[src/rtl/fixed_frame_deframer_router_defines.svh]
// Assertion macros shared by the deframer router RTL.
`ifndef FIXED_FRAME_DEFRAMER_ROUTER_DEFINES_SVH
`define FIXED_FRAME_DEFRAMER_ROUTER_DEFINES_SVH

// Same-cycle implication, checked on i_clk and disabled during i_rst_n low.
`define FFDR_ASSERT_IMP(label, ante, cons, msg) \
    label: assert property (@(posedge i_clk) disable iff (!i_rst_n) (ante) |-> (cons)) \
        else $error(msg);

// Next-cycle implication, checked on i_clk and disabled during i_rst_n low.
`define FFDR_ASSERT_NXT(label, ante, cons, msg) \
    label: assert property (@(posedge i_clk) disable iff (!i_rst_n) (ante) |=> (cons)) \
        else $error(msg);

`endif

[src/rtl/ffdr_pkg.sv]
// Types and constants of the fixed-frame deframer router.
`timescale 1ns / 1ps

package ffdr_pkg;

    localparam int PAYLOAD_BYTES = 8;
    localparam int PIDX_W        = $clog2(PAYLOAD_BYTES);
    localparam int CFG_IDX_W     = 3;

    // Frame markers
    localparam logic [7:0] MARK_START1 = 8'h41;
    localparam logic [7:0] MARK_START2 = 8'h5A;
    localparam logic [7:0] MARK_END1   = 8'h59;
    localparam logic [7:0] MARK_END2   = 8'h42;

    // System ids
    localparam logic [7:0] ID_TO_BASE = 8'h01;
    localparam logic [7:0] ID_TO_ARM  = 8'h02;
    localparam logic [7:0] ID_ARM_UP  = 8'h03;

    // Event codes
    localparam logic [2:0] EV_NONE       = 3'd0;
    localparam logic [2:0] EV_LOCAL      = 3'd1;
    localparam logic [2:0] EV_FWD_ARM    = 3'd2;
    localparam logic [2:0] EV_FWD_BRIDGE = 3'd3;
    localparam logic [2:0] EV_DROP       = 3'd4;
    localparam logic [2:0] EV_FRAMING    = 3'd5;
    localparam logic [2:0] EV_UNKNOWN    = 3'd6;

    // Configuration register indexes
    localparam logic [CFG_IDX_W-1:0] CFG_ROLE_IS_ARM    = 3'd0;
    localparam logic [CFG_IDX_W-1:0] CFG_LOCAL_ENABLED  = 3'd1;
    localparam logic [CFG_IDX_W-1:0] CFG_BRIDGE_PRESENT = 3'd2;
    localparam logic [CFG_IDX_W-1:0] CFG_ARM_PRESENT    = 3'd3;

    typedef struct packed {
        logic       stream_id;
        logic [7:0] rx_byte;
    } t_in_item;

    typedef struct packed {
        logic [2:0]  event_code;
        logic        from_stream;
        logic [7:0]  system_id;
        logic [7:0]  mode_byte;
        logic [15:0] x_value;
        logic [15:0] y_value;
        logic [7:0]  z_direction;
        logic [7:0]  yaw_byte;
        logic [15:0] error_total;
    } t_out_item;

endpackage

[src/rtl/fixed_frame_deframer_router.sv]
// Byte-stream deframer with per-stream parsers, shared error counter and frame router.
`timescale 1ns / 1ps
`include "fixed_frame_deframer_router_defines.svh"

// Usage:
//   Input channel (i_in_valid / o_in_ready / i_in) takes one byte per request,
//   tagged with its stream. Each stream runs its own parser: 0x41 0x5A, eight
//   payload bytes, 0x59 0x42. Every accepted byte yields exactly one result on
//   the output channel (o_out_valid / i_out_ready / o_out): an event code, the
//   stream, the frame payload on routing events (zero otherwise) and the
//   running error total.
//   Configuration channel (i_cfg_valid / o_cfg_ready) writes the four 1-bit
//   routing registers; write it only while no byte is in flight.
//   Path: each byte passes through the input register, then one parse/route
//   step into the result register.
//   Throughput: one byte per cycle while results are taken; the per-stream
//   parse step and the error counter update close in the same step, so bytes
//   of the same stream can follow back to back.
//   Reset (i_rst_n low, synchronous): all parsers wait for the first start
//   marker, the error counter clears, role_is_arm = 1, other routing registers 0.
//   Receiver stall: the result register holds; the input register still takes
//   one more byte, then o_in_ready drops until the result is taken.
module fixed_frame_deframer_router #(
    parameter int NUM_STREAMS = 2
) (
    input  logic                            i_clk,
    input  logic                            i_rst_n,
    input  logic                            i_in_valid,
    output logic                            o_in_ready,
    input  ffdr_pkg::t_in_item              i_in,
    output logic                            o_out_valid,
    input  logic                            i_out_ready,
    output ffdr_pkg::t_out_item             o_out,
    input  logic                            i_cfg_valid,
    output logic                            o_cfg_ready,
    input  logic [ffdr_pkg::CFG_IDX_W-1:0]  i_cfg_index,
    input  logic                            i_cfg_data
);

    typedef enum logic [2:0] {
        PH_START1,
        PH_START2,
        PH_BODY,
        PH_END1,
        PH_END2
    } t_phase;

    typedef logic [7:0] t_payload [ffdr_pkg::PAYLOAD_BYTES];

    // Configuration
    logic r_role_is_arm;
    logic r_local_enabled;
    logic r_bridge_present;
    logic r_arm_present;

    // Input register
    logic               r_in_valid;
    ffdr_pkg::t_in_item r_in;

    // Per-stream parser state
    t_phase                      r_phase  [NUM_STREAMS];
    t_phase                      n_phase  [NUM_STREAMS];
    logic [ffdr_pkg::PIDX_W-1:0] r_pidx   [NUM_STREAMS];
    logic [ffdr_pkg::PIDX_W-1:0] n_pidx   [NUM_STREAMS];
    t_payload                    r_pstore [NUM_STREAMS];
    t_payload                    n_pstore [NUM_STREAMS];

    logic [15:0] r_err_cnt;
    logic [15:0] n_err_cnt;

    // Result register
    logic                r_out_valid;
    ffdr_pkg::t_out_item r_out;
    ffdr_pkg::t_out_item n_out;

    logic     w_proc;
    logic     w_inc;
    logic     w_frame;
    logic [2:0] w_ev;
    t_payload w_pl;

    function automatic logic [2:0] route(input logic [7:0] id, input logic arm_role,
                                         input logic local_en, input logic bridge_ok,
                                         input logic arm_ok);
        logic [2:0] ev;
        ev = ffdr_pkg::EV_UNKNOWN;
        if (arm_role) begin
            if (id == ffdr_pkg::ID_TO_ARM) begin
                ev = local_en ? ffdr_pkg::EV_LOCAL : ffdr_pkg::EV_DROP;
            end else if (id == ffdr_pkg::ID_TO_BASE) begin
                ev = ffdr_pkg::EV_DROP;
            end else if (id == ffdr_pkg::ID_ARM_UP) begin
                ev = bridge_ok ? ffdr_pkg::EV_FWD_BRIDGE : ffdr_pkg::EV_DROP;
            end
        end else begin
            if (id == ffdr_pkg::ID_TO_BASE) begin
                ev = local_en ? ffdr_pkg::EV_LOCAL : ffdr_pkg::EV_DROP;
            end else if (id == ffdr_pkg::ID_TO_ARM) begin
                ev = arm_ok ? ffdr_pkg::EV_FWD_ARM : ffdr_pkg::EV_DROP;
            end else if (id == ffdr_pkg::ID_ARM_UP) begin
                ev = bridge_ok ? ffdr_pkg::EV_FWD_BRIDGE : ffdr_pkg::EV_DROP;
            end
        end
        return ev;
    endfunction

    // Advance the input stage when the result register is free or being drained.
    assign w_proc      = r_in_valid && (!r_out_valid || i_out_ready);
    assign o_in_ready  = !r_in_valid || w_proc;
    assign o_out_valid = r_out_valid;
    assign o_out       = r_out;
    assign o_cfg_ready = 1'b1;

    // Parse step: only the lane of the current stream moves.
    always_comb begin
        n_phase  = r_phase;
        n_pidx   = r_pidx;
        n_pstore = r_pstore;
        w_ev     = ffdr_pkg::EV_NONE;
        w_frame  = 1'b0;
        w_pl     = r_pstore[0];
        for (int s = 0; s < NUM_STREAMS; s++) begin
            if (w_proc && (int'(r_in.stream_id) == s)) begin
                w_pl = r_pstore[s];
                case (r_phase[s])
                    PH_START1: begin
                        if (r_in.rx_byte == ffdr_pkg::MARK_START1) begin
                            n_phase[s] = PH_START2;
                        end
                    end
                    PH_START2: begin
                        if (r_in.rx_byte == ffdr_pkg::MARK_START2) begin
                            n_pidx[s]  = '0;
                            n_phase[s] = PH_BODY;
                        end else begin
                            w_ev = ffdr_pkg::EV_FRAMING;
                            // A repeated start marker keeps the parser armed.
                            if (r_in.rx_byte != ffdr_pkg::MARK_START1) begin
                                n_phase[s] = PH_START1;
                                n_pidx[s]  = '0;
                            end
                        end
                    end
                    PH_BODY: begin
                        n_pstore[s][r_pidx[s]] = r_in.rx_byte;
                        n_pidx[s] = ffdr_pkg::PIDX_W'(r_pidx[s] + 1'b1);
                        if (r_pidx[s] == ffdr_pkg::PIDX_W'(ffdr_pkg::PAYLOAD_BYTES - 1)) begin
                            n_phase[s] = PH_END1;
                        end
                    end
                    PH_END1: begin
                        if (r_in.rx_byte == ffdr_pkg::MARK_END1) begin
                            n_phase[s] = PH_END2;
                        end else begin
                            w_ev       = ffdr_pkg::EV_FRAMING;
                            n_phase[s] = PH_START1;
                            n_pidx[s]  = '0;
                        end
                    end
                    PH_END2: begin
                        if (r_in.rx_byte == ffdr_pkg::MARK_END2) begin
                            w_frame = 1'b1;
                            w_ev    = route(r_pstore[s][0], r_role_is_arm, r_local_enabled,
                                            r_bridge_present, r_arm_present);
                        end else begin
                            w_ev = ffdr_pkg::EV_FRAMING;
                        end
                        n_phase[s] = PH_START1;
                        n_pidx[s]  = '0;
                    end
                    default: begin
                        n_phase[s] = PH_START1;
                        n_pidx[s]  = '0;
                    end
                endcase
            end
        end
    end

    assign w_inc     = (w_ev == ffdr_pkg::EV_FRAMING) || (w_ev == ffdr_pkg::EV_UNKNOWN);
    assign n_err_cnt = r_err_cnt + {15'd0, w_inc};

    always_comb begin
        n_out             = '0;
        n_out.event_code  = w_ev;
        n_out.from_stream = r_in.stream_id;
        n_out.error_total = n_err_cnt;
        if (w_frame) begin
            n_out.system_id   = w_pl[0];
            n_out.mode_byte   = w_pl[1];
            n_out.x_value     = {w_pl[2], w_pl[3]};
            n_out.y_value     = {w_pl[4], w_pl[5]};
            n_out.z_direction = w_pl[6];
            n_out.yaw_byte    = w_pl[7];
        end
    end

    // Control state
    always_ff @(posedge i_clk) begin
        if (!i_rst_n) begin
            r_role_is_arm    <= 1'b1;
            r_local_enabled  <= 1'b0;
            r_bridge_present <= 1'b0;
            r_arm_present    <= 1'b0;
            r_in_valid       <= 1'b0;
            r_out_valid      <= 1'b0;
            r_err_cnt        <= '0;
            for (int s = 0; s < NUM_STREAMS; s++) begin
                r_phase[s] <= PH_START1;
                r_pidx[s]  <= '0;
            end
        end else begin
            if (i_cfg_valid) begin
                case (i_cfg_index)
                    ffdr_pkg::CFG_ROLE_IS_ARM:    r_role_is_arm    <= i_cfg_data;
                    ffdr_pkg::CFG_LOCAL_ENABLED:  r_local_enabled  <= i_cfg_data;
                    ffdr_pkg::CFG_BRIDGE_PRESENT: r_bridge_present <= i_cfg_data;
                    ffdr_pkg::CFG_ARM_PRESENT:    r_arm_present    <= i_cfg_data;
                    default: ;
                endcase
            end
            if (o_in_ready) begin
                r_in_valid <= i_in_valid;
            end
            if (w_proc) begin
                r_out_valid <= 1'b1;
            end else if (i_out_ready) begin
                r_out_valid <= 1'b0;
            end
            r_err_cnt <= n_err_cnt;
            r_phase   <= n_phase;
            r_pidx    <= n_pidx;
        end
    end

    // Payload registers
    always_ff @(posedge i_clk) begin
        r_pstore <= n_pstore;
        if (i_in_valid && o_in_ready) begin
            r_in <= i_in;
        end
        if (w_proc) begin
            r_out <= n_out;
        end
    end

    `FFDR_ASSERT_IMP(a_err_total_tracks, r_out_valid, r_out.error_total == r_err_cnt,
        "result error total differs from error counter")
    `FFDR_ASSERT_NXT(a_err_inc, w_proc && w_inc, r_err_cnt == $past(r_err_cnt) + 16'd1,
        "error counter did not advance on an error event")
    `FFDR_ASSERT_NXT(a_err_hold, !(w_proc && w_inc), r_err_cnt == $past(r_err_cnt),
        "error counter moved without an error event")
    `FFDR_ASSERT_IMP(a_nonframe_zero,
        r_out_valid && (r_out.event_code == ffdr_pkg::EV_NONE ||
                        r_out.event_code == ffdr_pkg::EV_FRAMING),
        r_out.system_id == 8'd0 && r_out.x_value == 16'd0 && r_out.yaw_byte == 8'd0,
        "payload fields set on a non-frame event")
    `FFDR_ASSERT_NXT(a_in_hold, r_in_valid && !w_proc, r_in_valid && $stable(r_in),
        "pending input request lost or overwritten")

endmodule
[config.mk]
export PLATFORM = sky130hd
export DESIGN_NAME = fixed_frame_deframer_router
export DESIGN_NICKNAME = d
export VERILOG_FILES = /design/src/rtl/ffdr_pkg.sv /design/src/rtl/fixed_frame_deframer_router.sv
export VERILOG_INCLUDE_DIRS = /design/src /design/src/rtl
export SDC_FILE = /design/constraint.sdc
export NUM_CORES = 1
export LEC_CHECK = 0
export ABC_AREA = 0
export BUFFER_PORTS_ARGS = -buffer_cell sky130_fd_sc_hd__buf_4
export CORE_ASPECT_RATIO = 1.25
export CORE_MARGIN = 2
export CORE_UTILIZATION = 50
export CTS_BUF_LIST = sky130_fd_sc_hd__clkbuf_16
export DETAILED_ROUTE_END_ITERATION = 8
export HOLD_SLACK_MARGIN = 0.02
export PLACE_DENSITY_LB_ADDON = 0.15
export SYNTH_ARGS = -nofsm -noshare
export SYNTH_HDL_FRONTEND = slang
export SYNTH_SLANG_ARGS = --single-unit
[constraint.sdc]
create_clock -name i_clk -period 8.2 [get_ports i_clk]
set_input_delay 1.23 -clock i_clk [delete_from_list [all_inputs] [get_ports i_clk]]
set_output_delay 1.23 -clock i_clk [all_outputs]
set_load 0.01 [all_outputs]
; After elaboration in Yosys (flattened, before gate mapping)
; Index checks and enable logic that the tools add are counted.
[totals]
ff_bits = 255
input_bits = 18
out_inout_bits = 87
elab_cells = 161
[op_classes]
addsub = 3
magnitude_cmp = 4
eq_ne = 34
n_mux = 52
bitwise = 5
reduce_logical = 25
[op_table]
columns = op, count
row1 = 64-bit bitwise mux, 2
row2 = 3-bit 2-to-1 mux, 31
row3 = 64-bit 2-to-1 mux, 1
row4 = 8-bit demux with 3-bit select, 2
row5 = 3-bit one-hot mux with 4 select lines, 4
row6 = 8-bit by 2-bit == test with 1-bit output (second input constant), 4
row7 = 8-bit by 7-bit == test with 1-bit output (second input constant), 4
row8 = 3-bit by 2-bit == test with 1-bit output (second input constant), 6
row9 = 3-bit == test (second input constant), 6
row10 = 3-bit one-hot mux with 3 select lines, 2
row11 = 16-bit by 1-bit adder with 16-bit output, 1
row12 = 8-bit by 1-bit == test with 1-bit output (second input constant), 2
row13 = 8-bit 2-to-1 mux, 2
row14 = 4-bit AND reduction, 4
row15 = 2-bit != test (second input constant), 6
row16 = 2-bit AND reduction, 6
row17 = 3-bit by 1-bit == test with 1-bit output (second input constant), 3
row18 = 3-bit zero test, 3
row19 = 4-bit greater-or-equal comparator (second input constant), 2
row20 = 4-bit by 1-bit less-than comparator with 1-bit output (second input constant), 2
row21 = 1-bit 2-to-1 mux, 8
row22 = 8-bit by 7-bit != test with 1-bit output (second input constant), 1
row23 = 3-bit NOT with 4-bit output, 2
row24 = 3-bit by 1-bit adder with 3-bit output (second input constant), 2
row25 = other kinds (6), 17

; Logic depth before layout (Yosys ltp)
[depth]
word_depth = 14
ltp_mapped = 12
depth_no_buf = 11

; Worst setup path before layout
; No wires, ideal clock.
[synth_path]
path_type = input to register
startpoint = in i_out_ready
endpoint = reg r_out, in the netlist o_out[46], data pin
setup_ns = 0.270
arrival_ns = 4.370
required_time_ns = 7.930
path_slack_ns = 3.560
cell_stages = 7
path_buffers = 2
cell_sequence = nand2b_1 and2_1 nand2_1 clkbuf_1 clkbuf_1 nand2_1 a21oi_1
[synth_between]
elab_chain_len = 7
elab_cells_between_ends = 9
classes_between = 5 x mux / 4 x reduce/logical
[synth_lines]
columns = element, line_no
row1 = from (decl), fixed_frame_deframer_router.sv:32  ; input logic i_out_ready,
row2 = 1-bit logical OR *, fixed_frame_deframer_router.sv:108  ; assign w_proc = r_in_valid && (!r_out_valid || i_out_ready);
row3 = 1-bit logical AND *, fixed_frame_deframer_router.sv:108
row4 = net w_proc, fixed_frame_deframer_router.sv:76  ; logic w_proc;
row5 = 1-bit logical AND, fixed_frame_deframer_router.sv:123  ; if (w_proc && (int'(r_in.stream_id) == s)) begin
row6 = 1-bit 2-to-1 mux, fixed_frame_deframer_router.sv:123
row7 = 1-bit 2-to-1 mux, fixed_frame_deframer_router.sv:161  ; if (r_in.rx_byte == ffdr_pkg::MARK_END2) begin
row8 = 1-bit 2-to-1 mux, fixed_frame_deframer_router.sv:125  ; case (r_phase[s])
row9 = 1-bit 2-to-1 mux, fixed_frame_deframer_router.sv:123
row10 = to (signal assigned), fixed_frame_deframer_router.sv:243  ; r_out <= n_out;
row11 = to (decl), fixed_frame_deframer_router.sv:73  ; ffdr_pkg::t_out_item r_out;
; The timed path passes the listed nets; every way through them passes the cells marked *.
; A chain may end at the register's enable or synchronous reset.

==> flow_summary_export.csv <==
group,metric,value,unit
global_route,grt_max_degree,69,
global_route,grt-busiest-layer,"met2",
floorplan,die_area,0.0205,mm^2
critical_path,required,8.61,ns
global_route,met3_usage,3.02,%
floorplan,io_pins,105,
cells_and_area,layout.nets,838,
clocking,numCtsBuffers,24,
place,dp_cells,1020,
drt,routedWlPerCell,18.3,um
timing,setup_ws,4.48,ns
timing,post-route-period-util,45.3,%
power,power-per-cell-area,236,mW/mm^2
clocking,cts.path.max_buffers,3,
synth,synth_flop_cell,"edfxtp_1",
floorplan,die_h,160,um
timing,rsz0062_at_grt,"no",
place,gp_congestion,0.809,
cells_and_area,final_cell_count_no_fill,1064,
clocking,htreeDepth,1,
worst_hold_path,hold_class,"register to register",
global_route,globalRouteOverflowTotal,0,
critical_path,arrival,4.12,ns
global_route,grt_antenna_before_repair,0,
clocking,post-cts-setup-buffers,0,
global_route,grt_pass1_wl,31100,um
global_route,met2_usage,34.2,%
timing,finalSetupTns,0,ns
synth,netlist_area,0.00970,mm^2
synth,post_synth.cell_area_avg,13.7,um^2
timing,hold_viol_final,0,
timing,whs,0.512,ns
synth,synthDistinctLibCells,53,
critical_path,worst_setup_path_start_kind,"register",
synth,ys_seq_area_share,75.4,%
synth,ys_async_sr_fraction,0,%
critical_path,path_max_fanout,18,
global_route,grt_util_met1,24.4,%
place,hpwlAfterDp,11700,um
synth,synth_seq_cells,255,
timing,final_max_slew_viol_count,0,
synth,ys.warnings.count,0,
timing,setup-violations-final,0,
synth,synth_edf_count,221,
cells_and_area,fillers,1434,
place,pre_cts_ws,4.13,ns
clocking,ctsHoldBuffers,0,
cells_and_area,diodes,0,
drt,drt_iter0_drc,409,
drt,ant_nets,0,
drt,via_count,5870,
drt,wl,19500,um
clocking,cts-root-buf,"clkbuf_16",
floorplan,chipWidth,129,um
critical_path,critPathKind,"register to register",
drt,drc,0,
run_status,outcome,"complete, no violations",
drt,vias_per_cell,5.52,
clocking,clk_latency,0.52,ns
timing,fmax,269,MHz
timing,fin_crit,3.72,ns
global_route,grt_pass1_vias,6070,
power,p_leak,4.16,nW
timing,skew,0.0123,ns
floorplan,start_util,51.3,%
critical_path,worst_setup_path_end_kind,"register",
power,fin_total_pwr,2.73,mW
job,cap_violations,0,
floorplan,rows,56,
clocking,cts_resized,0,
clocking,clk_pin_slew_worst_paths,0.07,ns
global_route,grt_util_all_layers,19.3,%
cells_and_area,final_layout_size_suffix_gt1_share,19.5,%
place,port_buffers,103,
drt,first_pass_iters,5,
synth,synth_fp_nets,730,
clocking,cts_tree,"built",
floorplan,core_region_area,0.0189,mm^2
timing,worst_pin_slew,1.15,ns
synth,synthCells,706,
cells_and_area,area_growth,19.6,%
power,ir_worst_vdd,0.178,mV
timing,slew_headroom,22.5,%
clocking,cts.sinks,255,
-- layout by cell type (no fill, tap or decap), types with 5 or more instances in the layout --
| cell type | Yosys | layout |
|---|---|---|
| nand3_1 | 8 | 8 |
| dfxtp_1 | 34 | 34 |
| a21oi_1 | 67 | 67 |
| bufinv_16 | 0 | 6 |
| nor2_1 | 25 | 24 |
| clkbuf_16 | 0 | 25 |
| o21ai_0 | 6 | 6 |
| inv_1 | 7 | 10 |
| a21boi_0 | 6 | 6 |
| edfxtp_1 | 221 | 221 |
| nand4_1 | 7 | 7 |
| nor3_1 | 9 | 9 |
| ha_1 | 6 | 6 |
| nand2_1 | 155 | 154 |
| xnor2_1 | 9 | 9 |
| xor2_1 | 5 | 5 |
| mux2i_1 | 5 | 5 |
| buf_4 | 1 | 111 |
| nor2b_1 | 13 | 13 |
| nand2b_1 | 11 | 11 |
| and2_1 | 24 | 23 |
-- worst max-delay path: stages, from the launching register on --
cell and delay, ns:
edfxtp_1 0.67, or4b_1 0.70, nor4_2 0.50, o21ai_0 0.17, a211o_1 0.34, o32a_1 0.18, ha_1 0.21, ha_1 0.26
nand4_1 0.18, nor2_1 0.07, xor2_1 0.15, and2_1 0.17
-- state kept, by name, summed over array words and instances (netlist names), 6 cells and up --
name,count
r_pstore,128
r_pidx,6
r_in,8
r_phase,6
r_err_cnt,16
o_out,84
-- layout make-up --
type	count	area [um^2]	area share, %
inverters	7	26.3	0.226
clock buffers	25	626	5.39
well taps	232	290	2.50
multi-input cells	415	2270	19.5
clock inverters	19	244	2.10
repair buffers	111	833	7.18
flip-flops and latches	255	7320	63.1
-- metal layers --
metal | wire, um | vias up | share of wire (%)
met5 | 0 | - | 0
met4 | 389 | 0 | 2.0
met3 | 995 | 33 | 5.1
met2 | 10100 | 196 | 52
met1 | 8000 | 2866 | 41
li1 | - | 2775 | -
-- cell usage after synthesis (5+ instances only) --
cell type / n / area (um^2)
a21oi_1: 67 / 335
nor2b_1: 13 / 81.3
edfxtp_1: 221 / 6640
mux2i_1: 5 / 50.1
nand2_1: 155 / 582
ha_1: 6 / 75.1
nand2b_1: 11 / 68.8
nor3_1: 9 / 45.0
nand3_1: 8 / 40.0
nand4_1: 7 / 43.8
inv_1: 7 / 26.3
xor2_1: 5 / 43.8
nor2_1: 25 / 93.8
clkbuf_1: 27 / 101
xnor2_1: 9 / 78.8
a21boi_0: 6 / 45.0
dfxtp_1: 34 / 681
and2_1: 24 / 150
o21ai_0: 6 / 30.0
-- worst paths after layout --
kind	start	to	slack, ns	depth (start not counted)
setup / recovery	r_in[7]$_DFFE_PP_	r_err_cnt[10]$_SDFF_PN0_	4.48	11
setup reg to reg	r_in[7]$_DFFE_PP_	r_err_cnt[10]$_SDFF_PN0_	4.48	11
hold reg to reg	r_pidx[0]$_SDFFE_PN0P_	r_pidx[0]$_SDFFE_PN0P_	0.51	1
hold / removal	r_pidx[0]$_SDFFE_PN0P_	r_pidx[0]$_SDFFE_PN0P_	0.51	1
-- power by group --
part	switching, mW	total (mW)	internal [mW]
clock network	0.464	1.21	0.743
registers	0.0178	1.44	1.43
logic	0.0491	0.0822	0.0330
-- stage by stage --
step | instance area (um^2) | util (%)
2_1_floorplan | 9700 | -
3_3_place_gp | 10700 | 56.7
3_5_place_dp | 10700 | 56.7
4_1_cts | 11600 | 61.3
5_1_grt | 11600 | 61.3
6_report | 11600 | 61.3
-- cells by family after synthesis --
logic type,synth area share (%)
other,0.0387
adder cells (fa/ha/maj),0.774
multiplexers,0.516
flip-flops,75.4
XOR/XNOR,1.26
buffers and inverters,1.44
AO/OA/AOI/OAI,6.64
AND/OR/NAND/NOR,13.9
Note: power is estimated with default switching activity, not from simulation.
